===== config.mk =====
export PLATFORM = sky130hd
export DESIGN_NAME = tile_cache_lru_refresh_top
export DESIGN_NICKNAME = d
export VERILOG_FILES = /design/src/hw/rtl/tcl_pkg.sv /design/src/hw/rtl/tcl_slot_store.sv /design/src/hw/rtl/tcl_seq.sv /design/src/hw/rtl/tile_cache_lru_refresh_top.sv
export SDC_FILE = /design/constraint.sdc
export NUM_CORES = 1
export LEC_CHECK = 0
export ABC_AREA = 1
export BUFFER_PORTS_ARGS = -buffer_cell sky130_fd_sc_hd__buf_2
export CAP_MARGIN = 25
export CORE_ASPECT_RATIO = 0.8
export CORE_MARGIN = 1
export CORE_UTILIZATION = 35
export DETAILED_ROUTE_END_ITERATION = 8
export PLACE_DENSITY_LB_ADDON = 0.1
export SYNTH_ARGS = -nofsm -noshare
export SYNTH_HDL_FRONTEND = slang
export SYNTH_SLANG_ARGS = --single-unit

===== constraint.sdc =====
create_clock -name clk -period 4.56 [get_ports clk]
set_input_delay 0.228 -clock clk [delete_from_list [all_inputs] [get_ports clk]]
set_output_delay 0.228 -clock clk [all_outputs]
set_load 0.02 [all_outputs]

===== src/hw/rtl/tcl_pkg.sv =====
// ----------------------------------------------------------------------------
// tcl_pkg
// Shared types and constants of the tile cache refresh block: payload words,
// configuration registers and the slot store request/response bundles.
// ----------------------------------------------------------------------------
`default_nettype none

package tcl_pkg;

  localparam int CACHE_SLOTS_DEF = 16;
  localparam int MAX_LOADS_DEF   = 3;
  localparam int MAX_SLOTS       = 64;
  localparam int SLOT_IDX_W      = 6;

  // tile edge in map pixels, a power of two
  localparam int TILE_PIXELS = 256;
  localparam int TILE_SHIFT  = $clog2(TILE_PIXELS);

  localparam int COORD_W = 8;
  localparam int STAMP_W = 32;
  localparam int CFG_W   = 11;

  // configuration register indexes
  localparam logic [1:0] CFG_GRID_COLUMNS    = 2'd0;
  localparam logic [1:0] CFG_GRID_ROWS       = 2'd1;
  localparam logic [1:0] CFG_VIEWPORT_WIDTH  = 2'd2;
  localparam logic [1:0] CFG_VIEWPORT_HEIGHT = 2'd3;

  typedef struct packed {
    logic [15:0] view_left;
    logic [15:0] view_top;
  } in_word_t;

  typedef struct packed {
    logic         is_load;
    logic [3:0]   target_slot;
    logic [7:0]   tile_column;
    logic [7:0]   tile_row;
    logic         more_pending;
    logic         last_of_run;
  } out_word_t;

  typedef struct packed {
    logic [8:0]  grid_columns;
    logic [8:0]  grid_rows;
    logic [10:0] viewport_width;
    logic [10:0] viewport_height;
  } cfg_t;

  typedef struct packed {
    logic [SLOT_IDX_W-1:0] rd_addr;
    logic [SLOT_IDX_W-1:0] wr_addr;
    logic                  stamp_we;   // writes the age stamp, marks the slot needed
    logic                  tag_we;     // writes the tag, marks the slot valid
    logic [COORD_W-1:0]    wr_col;
    logic [COORD_W-1:0]    wr_row;
    logic [STAMP_W-1:0]    wr_stamp;
    logic                  clr_needed;
  } store_req_t;

  typedef struct packed {
    logic [COORD_W-1:0] tag_col;
    logic [COORD_W-1:0] tag_row;
    logic [STAMP_W-1:0] stamp;
    logic               valid;
    logic               needed;
  } store_rsp_t;

endpackage

`default_nettype wire


===== src/hw/rtl/tcl_slot_store.sv =====
// ----------------------------------------------------------------------------
// tcl_slot_store
// Tag and age stamp memories of the cache slots, with per-slot valid and
// needed flags. One registered read port, one write port.
// ----------------------------------------------------------------------------
`default_nettype none

module tcl_slot_store #(
  parameter int CACHE_SLOTS = tcl_pkg::CACHE_SLOTS_DEF
) (
  input  wire logic                clk,
  input  wire logic                rst,
  input  wire tcl_pkg::store_req_t req,
  output tcl_pkg::store_rsp_t      rsp
);

  localparam int IDX_W = (CACHE_SLOTS > 1) ? $clog2(CACHE_SLOTS) : 1;

  logic [2*tcl_pkg::COORD_W-1:0] tag_mem   [CACHE_SLOTS];
  logic [tcl_pkg::STAMP_W-1:0]   stamp_mem [CACHE_SLOTS];
  logic [CACHE_SLOTS-1:0]        valid;
  logic [CACHE_SLOTS-1:0]        needed;

  logic [2*tcl_pkg::COORD_W-1:0] tag_q;
  logic [tcl_pkg::STAMP_W-1:0]   stamp_q;
  logic                          valid_q;
  logic                          needed_q;

  logic [IDX_W-1:0] ra;
  logic [IDX_W-1:0] wa;

  assign ra = req.rd_addr[IDX_W-1:0];
  assign wa = req.wr_addr[IDX_W-1:0];

  always_ff @(posedge clk) begin
    if (req.tag_we) begin
      tag_mem[wa] <= {req.wr_col, req.wr_row};
    end
    if (req.stamp_we) begin
      stamp_mem[wa] <= req.wr_stamp;
    end
    tag_q   <= tag_mem[ra];
    stamp_q <= stamp_mem[ra];
  end

  always_ff @(posedge clk) begin
    if (rst) begin
      valid    <= '0;
      needed   <= '0;
      valid_q  <= 1'b0;
      needed_q <= 1'b0;
    end else begin
      if (req.tag_we) begin
        valid[wa] <= 1'b1;
      end
      if (req.clr_needed) begin
        needed <= '0;
      end else if (req.stamp_we) begin
        needed[wa] <= 1'b1;
      end
      valid_q  <= valid[ra];
      needed_q <= needed[ra];
    end
  end

  // a slot never loaded reads with a zero stamp
  assign rsp.tag_col = tag_q[2*tcl_pkg::COORD_W-1:tcl_pkg::COORD_W];
  assign rsp.tag_row = tag_q[tcl_pkg::COORD_W-1:0];
  assign rsp.stamp   = valid_q ? stamp_q : '0;
  assign rsp.valid   = valid_q;
  assign rsp.needed  = needed_q;

endmodule

`default_nettype wire


===== src/hw/rtl/tcl_seq.sv =====
// ----------------------------------------------------------------------------
// tcl_seq
// Refresh sequencer: forms the visible tile rectangle, scans the slot store
// once per tile for a hit, then scans it once per queued miss for the oldest
// slot not needed, and emits load words and the closing status word.
// ----------------------------------------------------------------------------
`default_nettype none

module tcl_seq #(
  parameter int CACHE_SLOTS = tcl_pkg::CACHE_SLOTS_DEF,
  parameter int MAX_LOADS   = tcl_pkg::MAX_LOADS_DEF
) (
  input  wire logic                clk,
  input  wire logic                rst,
  input  wire tcl_pkg::cfg_t       cfg,
  input  wire logic                in_valid,
  output logic                     in_stall,
  input  wire tcl_pkg::in_word_t   in_word,
  input  wire logic                out_free,
  output logic                     res_valid,
  output tcl_pkg::out_word_t       res_word,
  output tcl_pkg::store_req_t      req,
  input  wire tcl_pkg::store_rsp_t rsp
);

  localparam int IDX_W = (CACHE_SLOTS > 1) ? $clog2(CACHE_SLOTS) : 1;
  localparam int CNT_W = $clog2(CACHE_SLOTS + 1);
  localparam int MC_W  = $clog2(MAX_LOADS + 1);
  localparam int MI_W  = (MAX_LOADS > 1) ? $clog2(MAX_LOADS) : 1;
  localparam int EXT_W = 17;

  typedef enum logic [5:0] {
    ST_IDLE   = 6'b000001,
    ST_SETUP  = 6'b000010,
    ST_LOOK   = 6'b000100,
    ST_EVICT  = 6'b001000,
    ST_EMIT   = 6'b010000,
    ST_STATUS = 6'b100000
  } state_t;

  state_t state;

  logic [15:0]                 vx;
  logic [15:0]                 vy;
  logic [tcl_pkg::STAMP_W-1:0] frame_count;

  logic [tcl_pkg::COORD_W-1:0] c0, c1, r1, cur_c, cur_r;
  logic [CNT_W-1:0]            vis_cnt;

  // scan pipeline over the slots
  logic [CNT_W-1:0] addr_cnt;
  logic             chk_vld;
  logic [IDX_W-1:0] chk_idx;
  logic             chk_last;

  logic [tcl_pkg::COORD_W-1:0] miss_col [MAX_LOADS];
  logic [tcl_pkg::COORD_W-1:0] miss_row [MAX_LOADS];
  logic [MC_W-1:0]             miss_cnt;
  logic [MI_W-1:0]             ld_idx;
  logic                        more;

  logic [IDX_W-1:0]            best_idx;
  logic [tcl_pkg::STAMP_W-1:0] best_stamp;
  logic                        best_found;

  // rectangle setup
  logic [8:0]       gc, gr;
  logic [10:0]      vw, vh;
  logic [EXT_W-1:0] x_end, y_end, c0w, r0w, c1w, r1w, c1c, r1c;
  logic             rect_empty;

  logic hit, better, tile_done, last_tile, have_miss, last_load, scan_restart;

  always_comb begin
    gc    = (cfg.grid_columns > 9'd256) ? 9'd256 : cfg.grid_columns;
    gr    = (cfg.grid_rows > 9'd256) ? 9'd256 : cfg.grid_rows;
    vw    = (cfg.viewport_width == '0) ? 11'd1 : cfg.viewport_width;
    vh    = (cfg.viewport_height == '0) ? 11'd1 : cfg.viewport_height;
    x_end = EXT_W'(vx) + EXT_W'(vw) - EXT_W'(1);
    y_end = EXT_W'(vy) + EXT_W'(vh) - EXT_W'(1);
    c0w   = EXT_W'(vx) >> tcl_pkg::TILE_SHIFT;
    r0w   = EXT_W'(vy) >> tcl_pkg::TILE_SHIFT;
    c1w   = x_end >> tcl_pkg::TILE_SHIFT;
    r1w   = y_end >> tcl_pkg::TILE_SHIFT;
    c1c   = (c1w > EXT_W'(gc) - EXT_W'(1)) ? EXT_W'(gc) - EXT_W'(1) : c1w;
    r1c   = (r1w > EXT_W'(gr) - EXT_W'(1)) ? EXT_W'(gr) - EXT_W'(1) : r1w;
    rect_empty = (gc == '0) || (gr == '0) || (c0w > c1c) || (r0w > r1c);
  end

  assign chk_last = (chk_idx == IDX_W'(CACHE_SLOTS - 1));

  // the slot compares: tag match while looking up, age order while evicting
  assign hit = chk_vld && rsp.valid && (rsp.tag_col == cur_c) && (rsp.tag_row == cur_r);
  assign better = chk_vld && !rsp.needed && (!best_found || (rsp.stamp < best_stamp));

  assign tile_done = hit || (chk_vld && chk_last);
  assign last_tile = (vis_cnt == CNT_W'(CACHE_SLOTS - 1)) || ((cur_c == c1) && (cur_r == r1));
  assign have_miss = (miss_cnt != '0) || !hit;
  assign last_load = ((MC_W'(ld_idx) + MC_W'(1)) == miss_cnt);

  assign scan_restart = ((state == ST_LOOK) && tile_done) ||
                        ((state == ST_EVICT) && chk_vld && chk_last);

  assign in_stall = (state != ST_IDLE);

  always_comb begin
    req            = '0;
    req.rd_addr    = tcl_pkg::SLOT_IDX_W'(addr_cnt[IDX_W-1:0]);
    req.wr_stamp   = frame_count;
    req.wr_col     = miss_col[ld_idx];
    req.wr_row     = miss_row[ld_idx];
    req.clr_needed = (state == ST_IDLE) && in_valid;
    res_valid      = 1'b0;
    res_word       = '0;
    unique case (state)
      ST_LOOK: begin
        req.wr_addr  = tcl_pkg::SLOT_IDX_W'(chk_idx);
        req.stamp_we = hit;
      end
      ST_EMIT: begin
        req.wr_addr          = tcl_pkg::SLOT_IDX_W'(best_idx);
        req.stamp_we         = out_free;
        req.tag_we           = out_free;
        res_valid            = out_free;
        res_word.is_load     = 1'b1;
        res_word.target_slot = 4'(best_idx);
        res_word.tile_column = miss_col[ld_idx];
        res_word.tile_row    = miss_row[ld_idx];
      end
      ST_STATUS: begin
        res_valid             = out_free;
        res_word.more_pending = more;
        res_word.last_of_run  = 1'b1;
      end
      default: begin
      end
    endcase
  end

  always_ff @(posedge clk) begin
    if (rst) begin
      state       <= ST_IDLE;
      frame_count <= '0;
      addr_cnt    <= '0;
      chk_vld     <= 1'b0;
      miss_cnt    <= '0;
      ld_idx      <= '0;
      more        <= 1'b0;
      best_found  <= 1'b0;
      vis_cnt     <= '0;
    end else begin
      // slot scan advances in the two scanning states, restarts after each scan
      if (scan_restart) begin
        addr_cnt <= '0;
        chk_vld  <= 1'b0;
      end else if ((state == ST_LOOK) || (state == ST_EVICT)) begin
        if (addr_cnt < CNT_W'(CACHE_SLOTS)) begin
          addr_cnt <= addr_cnt + CNT_W'(1);
          chk_vld  <= 1'b1;
          chk_idx  <= addr_cnt[IDX_W-1:0];
        end else begin
          chk_vld <= 1'b0;
        end
      end

      unique case (state)
        ST_IDLE: begin
          if (in_valid) begin
            vx          <= in_word.view_left;
            vy          <= in_word.view_top;
            frame_count <= frame_count + 32'd1;
            miss_cnt    <= '0;
            more        <= 1'b0;
            vis_cnt     <= '0;
            state       <= ST_SETUP;
          end
        end
        ST_SETUP: begin
          c0       <= c0w[7:0];
          c1       <= c1c[7:0];
          r1       <= r1c[7:0];
          cur_c    <= c0w[7:0];
          cur_r    <= r0w[7:0];
          addr_cnt <= '0;
          chk_vld  <= 1'b0;
          state    <= rect_empty ? ST_STATUS : ST_LOOK;
        end
        ST_LOOK: begin
          if (tile_done) begin
            if (!hit) begin
              if (miss_cnt < MC_W'(MAX_LOADS)) begin
                miss_col[miss_cnt[MI_W-1:0]] <= cur_c;
                miss_row[miss_cnt[MI_W-1:0]] <= cur_r;
                miss_cnt <= miss_cnt + MC_W'(1);
              end else begin
                more <= 1'b1;
              end
            end
            if (last_tile) begin
              ld_idx     <= '0;
              best_found <= 1'b0;
              state      <= have_miss ? ST_EVICT : ST_STATUS;
            end else begin
              vis_cnt <= vis_cnt + CNT_W'(1);
              if (cur_c == c1) begin
                cur_c <= c0;
                cur_r <= cur_r + 8'd1;
              end else begin
                cur_c <= cur_c + 8'd1;
              end
            end
          end
        end
        ST_EVICT: begin
          if (better) begin
            best_idx   <= chk_idx;
            best_stamp <= rsp.stamp;
            best_found <= 1'b1;
          end
          if (chk_vld && chk_last) begin
            state <= (best_found || better) ? ST_EMIT : ST_STATUS;
          end
        end
        ST_EMIT: begin
          if (out_free) begin
            best_found <= 1'b0;
            if (last_load) begin
              state <= ST_STATUS;
            end else begin
              ld_idx <= ld_idx + MI_W'(1);
              state  <= ST_EVICT;
            end
          end
        end
        ST_STATUS: begin
          if (out_free) begin
            state <= ST_IDLE;
          end
        end
        default: begin
          state <= ST_IDLE;
        end
      endcase
    end
  end

`ifndef NO_ASSERTIONS
  a_res_into_free: assert property (@(posedge clk) disable iff (rst)
    res_valid |-> out_free)
    else $error("result word issued while the output register is occupied");

  a_miss_bound: assert property (@(posedge clk) disable iff (rst)
    miss_cnt <= MC_W'(MAX_LOADS))
    else $error("miss queue overflow");

  a_tag_write_emit: assert property (@(posedge clk) disable iff (rst)
    req.tag_we |-> (state == ST_EMIT) && res_valid && res_word.is_load)
    else $error("slot retagged without a load word");

  a_status_ends_run: assert property (@(posedge clk) disable iff (rst)
    (res_valid && res_word.last_of_run) |=> (state == ST_IDLE))
    else $error("sequencer not idle after the status word");
`endif

endmodule

`default_nettype wire


===== src/hw/rtl/tile_cache_lru_refresh_top.sv =====
// ----------------------------------------------------------------------------
// tile_cache_lru_refresh_top
// Fully associative LRU tile cache refresh: per viewport request, looks up
// the visible tiles and issues slot load commands plus a status word.
// ----------------------------------------------------------------------------
// One request passes through setup, a lookup scan per visited tile (cut
// short on a hit: the scan stops at the matching slot), an eviction search
// per load and the status word. Its pace is set by the single read port of
// the slot store, which is stepped one slot a cycle for every lookup and
// every eviction search. A new request is taken only after the previous one
// has issued its status word; results leave through an output register, and
// an occupied register that is stalled holds the sequencer. No clearing pass
// is needed after reset.
`default_nettype none

module tile_cache_lru_refresh_top #(
  parameter int CACHE_SLOTS = tcl_pkg::CACHE_SLOTS_DEF,
  parameter int MAX_LOADS   = tcl_pkg::MAX_LOADS_DEF
) (
  input  wire logic                     clk,
  input  wire logic                     rst,
  input  wire logic                     cfg_write,
  input  wire logic [1:0]               cfg_index,
  input  wire logic [tcl_pkg::CFG_W-1:0] cfg_data,
  input  wire logic                     in_valid,
  output logic                          in_stall,
  input  wire tcl_pkg::in_word_t        in_word,
  output logic                          out_valid,
  input  wire logic                     out_stall,
  output tcl_pkg::out_word_t            out_word
);

  tcl_pkg::cfg_t       cfg;
  tcl_pkg::store_req_t req;
  tcl_pkg::store_rsp_t rsp;
  tcl_pkg::out_word_t  res_word;
  logic                res_valid;
  logic                out_free;

  always_ff @(posedge clk) begin
    if (rst) begin
      cfg.grid_columns    <= 9'd1;
      cfg.grid_rows       <= 9'd1;
      cfg.viewport_width  <= 11'd800;
      cfg.viewport_height <= 11'd480;
    end else if (cfg_write) begin
      unique case (cfg_index)
        tcl_pkg::CFG_GRID_COLUMNS:    cfg.grid_columns    <= cfg_data[8:0];
        tcl_pkg::CFG_GRID_ROWS:       cfg.grid_rows       <= cfg_data[8:0];
        tcl_pkg::CFG_VIEWPORT_WIDTH:  cfg.viewport_width  <= cfg_data;
        tcl_pkg::CFG_VIEWPORT_HEIGHT: cfg.viewport_height <= cfg_data;
      endcase
    end
  end

  tcl_slot_store #(
    .CACHE_SLOTS (CACHE_SLOTS)
  ) u_store (
    .clk (clk),
    .rst (rst),
    .req (req),
    .rsp (rsp)
  );

  tcl_seq #(
    .CACHE_SLOTS (CACHE_SLOTS),
    .MAX_LOADS   (MAX_LOADS)
  ) u_seq (
    .clk       (clk),
    .rst       (rst),
    .cfg       (cfg),
    .in_valid  (in_valid),
    .in_stall  (in_stall),
    .in_word   (in_word),
    .out_free  (out_free),
    .res_valid (res_valid),
    .res_word  (res_word),
    .req       (req),
    .rsp       (rsp)
  );

  // output register: takes a new word when empty or being drained
  assign out_free = !out_valid || !out_stall;

  always_ff @(posedge clk) begin
    if (rst) begin
      out_valid <= 1'b0;
    end else if (res_valid) begin
      out_valid <= 1'b1;
    end else if (!out_stall) begin
      out_valid <= 1'b0;
    end
  end

  always_ff @(posedge clk) begin
    if (res_valid) begin
      out_word <= res_word;
    end
  end

endmodule

`default_nettype wire

==> impl_metrics.ini, run 1 <==
[run_status]
outcome = complete, but fails checks
violations = setup timing

[finish]
num-fill-cells = 12829
fin_nets = 4581
drive_gt1_share_pct = 16.1
seq_area_sq_mm = 0.0322
fin_util_pct = 42.1
final_common_cell = edfxtp_1
multi_input_area_sq_mm = 0.0138
syn_to_final_growth_pct = 19.2
final_cell_mix = edfxtp_1, nor2_1, o21ai_0

[timing]
fin_ws_ns = -0.0692
max_freq_ghz = 0.216
relSlewSlack_pct = 33.7
rsz0062_at_grt = true
finalSetupViolCount = 2
fin_crit_sh_pct = 102
period_minus_slack_ns = 4.63
hold_viol = 0
tightestPinTransition_ns = 0.994
maxSlewViolCount = 0
worst_clock_skew_ns = 0.0608
timing.hold.ws_ns = 0.118

[synth]
synth_seq_cells = 1131
avgSynthCellArea_sq_um = 11.5
synth_seq_area_share_pct = 67.8
ys.flop_type = edfxtp_1
synth_edf_count = 951
synthCells = 4139
synth_top_area_cell = edfxtp_1
yosys.cell_types.count = 53
syn-num-nets = 4315
ys_warn_count = 0
synth_top_area_share_pct = 60.2
async_flop_share_pct = 0
synth_area_leaders = edfxtp_1, dfxtp_1, o21ai_0
synth.cell_area_sq_mm = 0.0475

[detailed_routing]
dr.pass1.iters = 6
via_per_inst = 5.01
drt-total-wl_mm = 134
drt_iter0_drc = 2482
drc = 0
via_count = 31466
ant_nets = 0
post_drt_wl_per_cell_microns = 21.4

[worst_setup_path]
cp_max_fo = 7
crit_top_cell = nand2_2
path_class = flop to flop
required_ns = 5.19
endpoint_kind = flop
cp_slowest_cell = edfxtp_1
cp-start-kind = flop
cp_slowest_stage_delay_ns = 0.37
arrival_ns = 5.26

[grt]
track_usage_pct = 19.4
antenna_found_initial = 1
grt_overflow = 0
grt_max_degree = 161
grt_pass1_wl_mm = 199
grt_pass1_vias = 29996

[floorplan]
core_sq_mm = 0.134
die_h_microns = 331
initial_core_util_pct = 35.4
die_x_microns = 414
rows = 120
dieArea_sq_mm = 0.137
ioPinCount = 75

[pwr]
power_density_mw_per_mm2 = 419
leakagePower_uw = 0.0199
peakVddDrop_mv = 0.322

[clock_network]
cts_root_buf = clkbuf_16
clock_latency_ns = 0.75
clk_path_buf_depth = 3
clk_pin_slew_ns = 0.06
cts_made_buffers = 118
h-tree-depth = 3
cts_tree = built
cts.sinks = 1131

[placement]
numPortBuffers = 74
place_congestion = 0.834
hpwlAfterDp_mm = 75.7

[flow_run]
drv_cap = 0

[worst_hold_path]
holdCritPathClass = primary input to flop
## routing by layer
metal | wire, microns | global-route usage, % | vias to the layer above | share of wire (%)
li1 | - | - | 15250 | -
met1 | 69000 | 30.4 | 15407 | 51
met2 | 57100 | 28.1 | 660 | 42
met3 | 6280 | 3.06 | 149 | 4.7
met4 | 2110 | 3.68 | 0 | 1.6
met5 | 0 | 0 | - | 0
## critical path, delay by kind of cell (launching register included)
family / cells / cell delay, ns
DFF: 1 / 0.37
AOI/OAI and AO/OA: 12 / 1.53
buffers and inverters: 3 / 0.21
adders and majority gates: 4 / 0.96
and+or+nand+nor: 15 / 1.34
xor gates and xnor gates: 1 / 0.16
## flip-flops by register name (all words and copies together) (netlist names), 23 cells and up, named ones only
signal	cells
cfg	40
out_word	23
u_seq.best_stamp	32
u_seq.frame_count	32
u_seq.miss_col	24
u_seq.miss_row	24
u_store.stamp_mem	512
u_store.stamp_q	32
u_store.tag_mem	256
## logic make-up (layout without fill, tap and decap cells)
| family | Yosys count | after routing | synth area share [%] |
|---|---|---|---|
| adder cells (fa/ha/maj) | 126 | 126 | 3.32 |
| AO/OA/AOI/OAI | 945 | 945 | 11.5 |
| AND/OR/NAND/NOR | 1298 | 1298 | 11.6 |
| flip-flops | 1131 | 1131 | 67.8 |
| buffers and inverters | 576 | 947 | 4.58 |
| multiplexers | 2 | 2 | 0.0422 |
| other | 0 | 3 | 0 |
| XOR/XNOR | 61 | 61 | 1.13 |
## report_power, final
group	total (uW)	internal, uW	switching [uW]
combinational	2350	1070	1280
sequential	11300	11200	100
clock	10000	5850	4170
## final cells by class
type	instances	share of cell area, %
Antenna cell	3	0.0133
Clock buffer	171	6.12
Clock inverter	54	1.09
Inverter	379	2.55
Multi-Input combinational cell	2432	24.4
Sequential cell	1131	56.9
Tap cell	1769	3.91
Timing Repair Buffer	343	4.99
## stage by stage
step	setup slack [ns]	TNS, ns	cells	total power (uW)	cell area [sq um]
6_report	-0.0692	-0.107	6282	23700	56600
3_5_place_dp	-0.618	-1.17	5978	13500	51200
2_1_floorplan	0.0216	0	4139	12600	47500
5_1_grt	-0.488	-0.875	6279	24600	56600
3_3_place_gp	-0.484	-0.925	5976	13500	51200
4_1_cts	-0.0685	-0.0836	6268	23700	56100
## cell usage after synthesis (all sizes together) (2+ instances only)
master / instances
buf: 11
o211ai: 38
nor3b: 5
nand3: 130
inv: 377
nor2: 658
xor2: 50
o21ai: 534
ha: 126
nor4: 13
nand2: 383
o21bai: 3
a21boi: 3
o21a: 23
or2: 30
o22ai: 122
and2: 2
clkinv: 2
nor3: 40
mux2i: 2
a211oi: 4
xnor2: 11
a221oi: 2
a21o: 3
o31ai: 3
a21oi: 116
dfxtp: 180
nand4: 31
a31oi: 4
o221ai: 87
nand3b: 3
edfxtp: 951
clkbuf: 186
## path summary, 6_finish.rpt
path	start	endpoint	slack, ns	cells past startpoint
setup / recovery	u_seq.vy[5]	u_seq.state[5]	-0.07	35
hold / removal	rst	u_seq.frame_count[3]	0.12	4
setup reg to reg	u_seq.vy[5]	u_seq.state[5]	-0.07	35
hold reg to reg	u_seq.chk_idx[1]	u_seq.best_idx[1]	0.40	0
## repair_timing
action,in CTS,in global routing
resized for setup,87,65
cloned,0,0
buffers inserted,9,9
pin swaps,23,44
setup endpoints to repair,2,2
endpoints found under the hold margin,77,0
hold buffers,56,0
Power figures use the tool's default switching activity.
==> run 2, diff against run 1 <==
PLACE_DENSITY_LB_ADDON = 0.12   (was 0.1)
SETUP_SLACK_MARGIN = 0.3   (was default)
==> run 2 against run 1 <==
The flow still finishes with violations (setup timing). Global-route usage is essentially flat. Die area unchanged. Combinational power hardly changed. Sequential share of layout area up 0.16 points. Fmax is 0.38% lower. Non-clock buffer count down 24. First-iteration DRC count rose by 15%. Flip-flop and latch count stayed put. Critical endpoint is now u_seq.state[2]. Largest power group unchanged.
==> impl_metrics.ini, run 2 (synthesis results as in run 1) <==
[finish]
drive_gt1_share_pct = 15.8
largest_register = u_store.stamp_mem
num-fill-cells = 12750
largest_reg_flops = 512
multi_input_area_sq_mm = 0.0139
largest_registers = u_store.stamp_mem: 512 flops, u_store.tag_mem: 256 flops, cfg: 40 flops
layoutNonFillerInstCount = 6259
final_common_cell = edfxtp_1
seq_area_sq_mm = 0.0322
syn_to_final_growth_pct = 18.8
final_cell_mix = edfxtp_1, nor2_1, o21ai_0
fin_nets = 4557

[clock_network]
cts_tree = built
cts_root_buf = clkbuf_16
clk_path_buf_depth = 3
clock_latency_ns = 0.75
cts_made_buffers = 118
clk_pin_slew_ns = 0.06
h-tree-depth = 3
cts.sinks = 1131

[timing]
hold_viol = 0
timing.hold.ws_ns = 0.0505
fin_tns_setup_ns = -0.159
rsz0062_at_grt = true
worst_clock_skew_ns = 0.0337
finalSetupViolCount = 2
fin_crit_sh_pct = 102
relSlewSlack_pct = 30.8
period_minus_slack_ns = 4.65
tightestPinTransition_ns = 1.04
maxSlewViolCount = 0
max_freq_ghz = 0.215
fin_ws_ns = -0.0868

[pwr]
peakVddDrop_mv = 0.322
leakagePower_uw = 0.0198
finalPower_uw = 23800
power_density_mw_per_mm2 = 421

[detailed_routing]
drt_iter0_drc = 2853
dr.pass1.iters = 5
drc = 0
via_count = 31600
drt-total-wl_mm = 135
post_drt_wl_per_cell_microns = 21.6
ant_nets = 0
via_per_inst = 5.05

[floorplan]
die_h_microns = 331
die_x_microns = 414
rows = 120
initial_core_util_pct = 35.4
core_sq_mm = 0.134
ioPinCount = 75
dieArea_sq_mm = 0.137

[placement]
hpwlAfterDp_mm = 76.4
numPortBuffers = 74
dp_slack_ns = -0.309
place_congestion = 0.827
placed_cells = 5958

[grt]
grt_pass1_vias = 30225
grt_pass1_wl_mm = 199
grt_max_degree = 127
track_usage_pct = 19.4
antenna_found_initial = 6
grt_overflow = 0

[worst_setup_path]
required_ns = 5.16
path_class = flop to flop
cp_max_fo = 6
arrival_ns = 5.25
cp_slowest_stage_delay_ns = 0.34
cp_top_family = simple AND/OR/NAND/NOR gates
endpoint_kind = flop
crit_top_cell = nand2_2
cp-start-kind = flop
path_buf_inv = 6
cp_slowest_cell = edfxtp_1

[worst_hold_path]
holdCritPathClass = primary input to flop

[run_status]
outcome = complete, but fails checks
violations = setup timing

[flow_run]
drv_cap = 0
[run 2: cell types whose count changed in the layout (fill, tap and decap cells not counted), moves of 7 or more]
cell,before,now
clkbuf_8,14,3
clkinv_1,11,23
nand2_2,17,27
clkbuf_16,126,119
nand2_1,365,351
bufinv_16,10,17
buf_4,188,164
[run 2: cell type report]
type / count / share of cell area, %
Clock buffer: 151 / 5.54
Multi-Input combinational cell: 2432 / 24.6
Inverter: 379 / 2.58
Antenna cell: 3 / 0.0133
Clock inverter: 75 / 1.61
Sequential cell: 1131 / 57.0
Timing Repair Buffer: 319 / 4.70
Tap cell: 1769 / 3.92
[run 2: final timing paths]
path	slack, ns	from	depth (start not counted)	endpoint
setup / recovery	-0.09	u_seq.vy[4]	34	u_seq.state[2]
hold / removal	0.05	rst	2	u_seq.frame_count[21]
setup reg to reg	-0.09	u_seq.vy[4]	34	u_seq.state[2]
hold reg to reg	0.43	u_seq.chk_idx[2]	0	u_seq.best_idx[2]
[run 2: timing repair]
action                     in CTS  in global routing
resized for setup              50                 94
hold endpoints to repair       75                  0
setup endpoints to repair       2                  2
pin swaps                      37                 79
setup buffers                  10                  8
hold buffers                   54                  0
[run 2: stage by stage]
stage / utilization [%] / cell area [sq um]
floorplan: - / 47500
global placement: 38.1 / 51100
detailed placement: 38.1 / 51100
CTS: 41.7 / 56000
global route: 42.0 / 56400
finish: 42.0 / 56400
[run 2: power by group]
group / switching, uW / internal [uW] / total [uW]
registers: 106 / 11200 / 11400
clock network: 4220 / 5830 / 10100
logic: 1310 / 1060 / 2370
[run 2: metal layers]
layer	global-route usage [%]	part of all wire [%]	vias to the layer above
met3	2.70	4.7	161
li1	-	-	15194
met5	0	0.0096	-
met2	28.9	44	662
met1	29.8	50	15581
met4	4.09	1.8	2
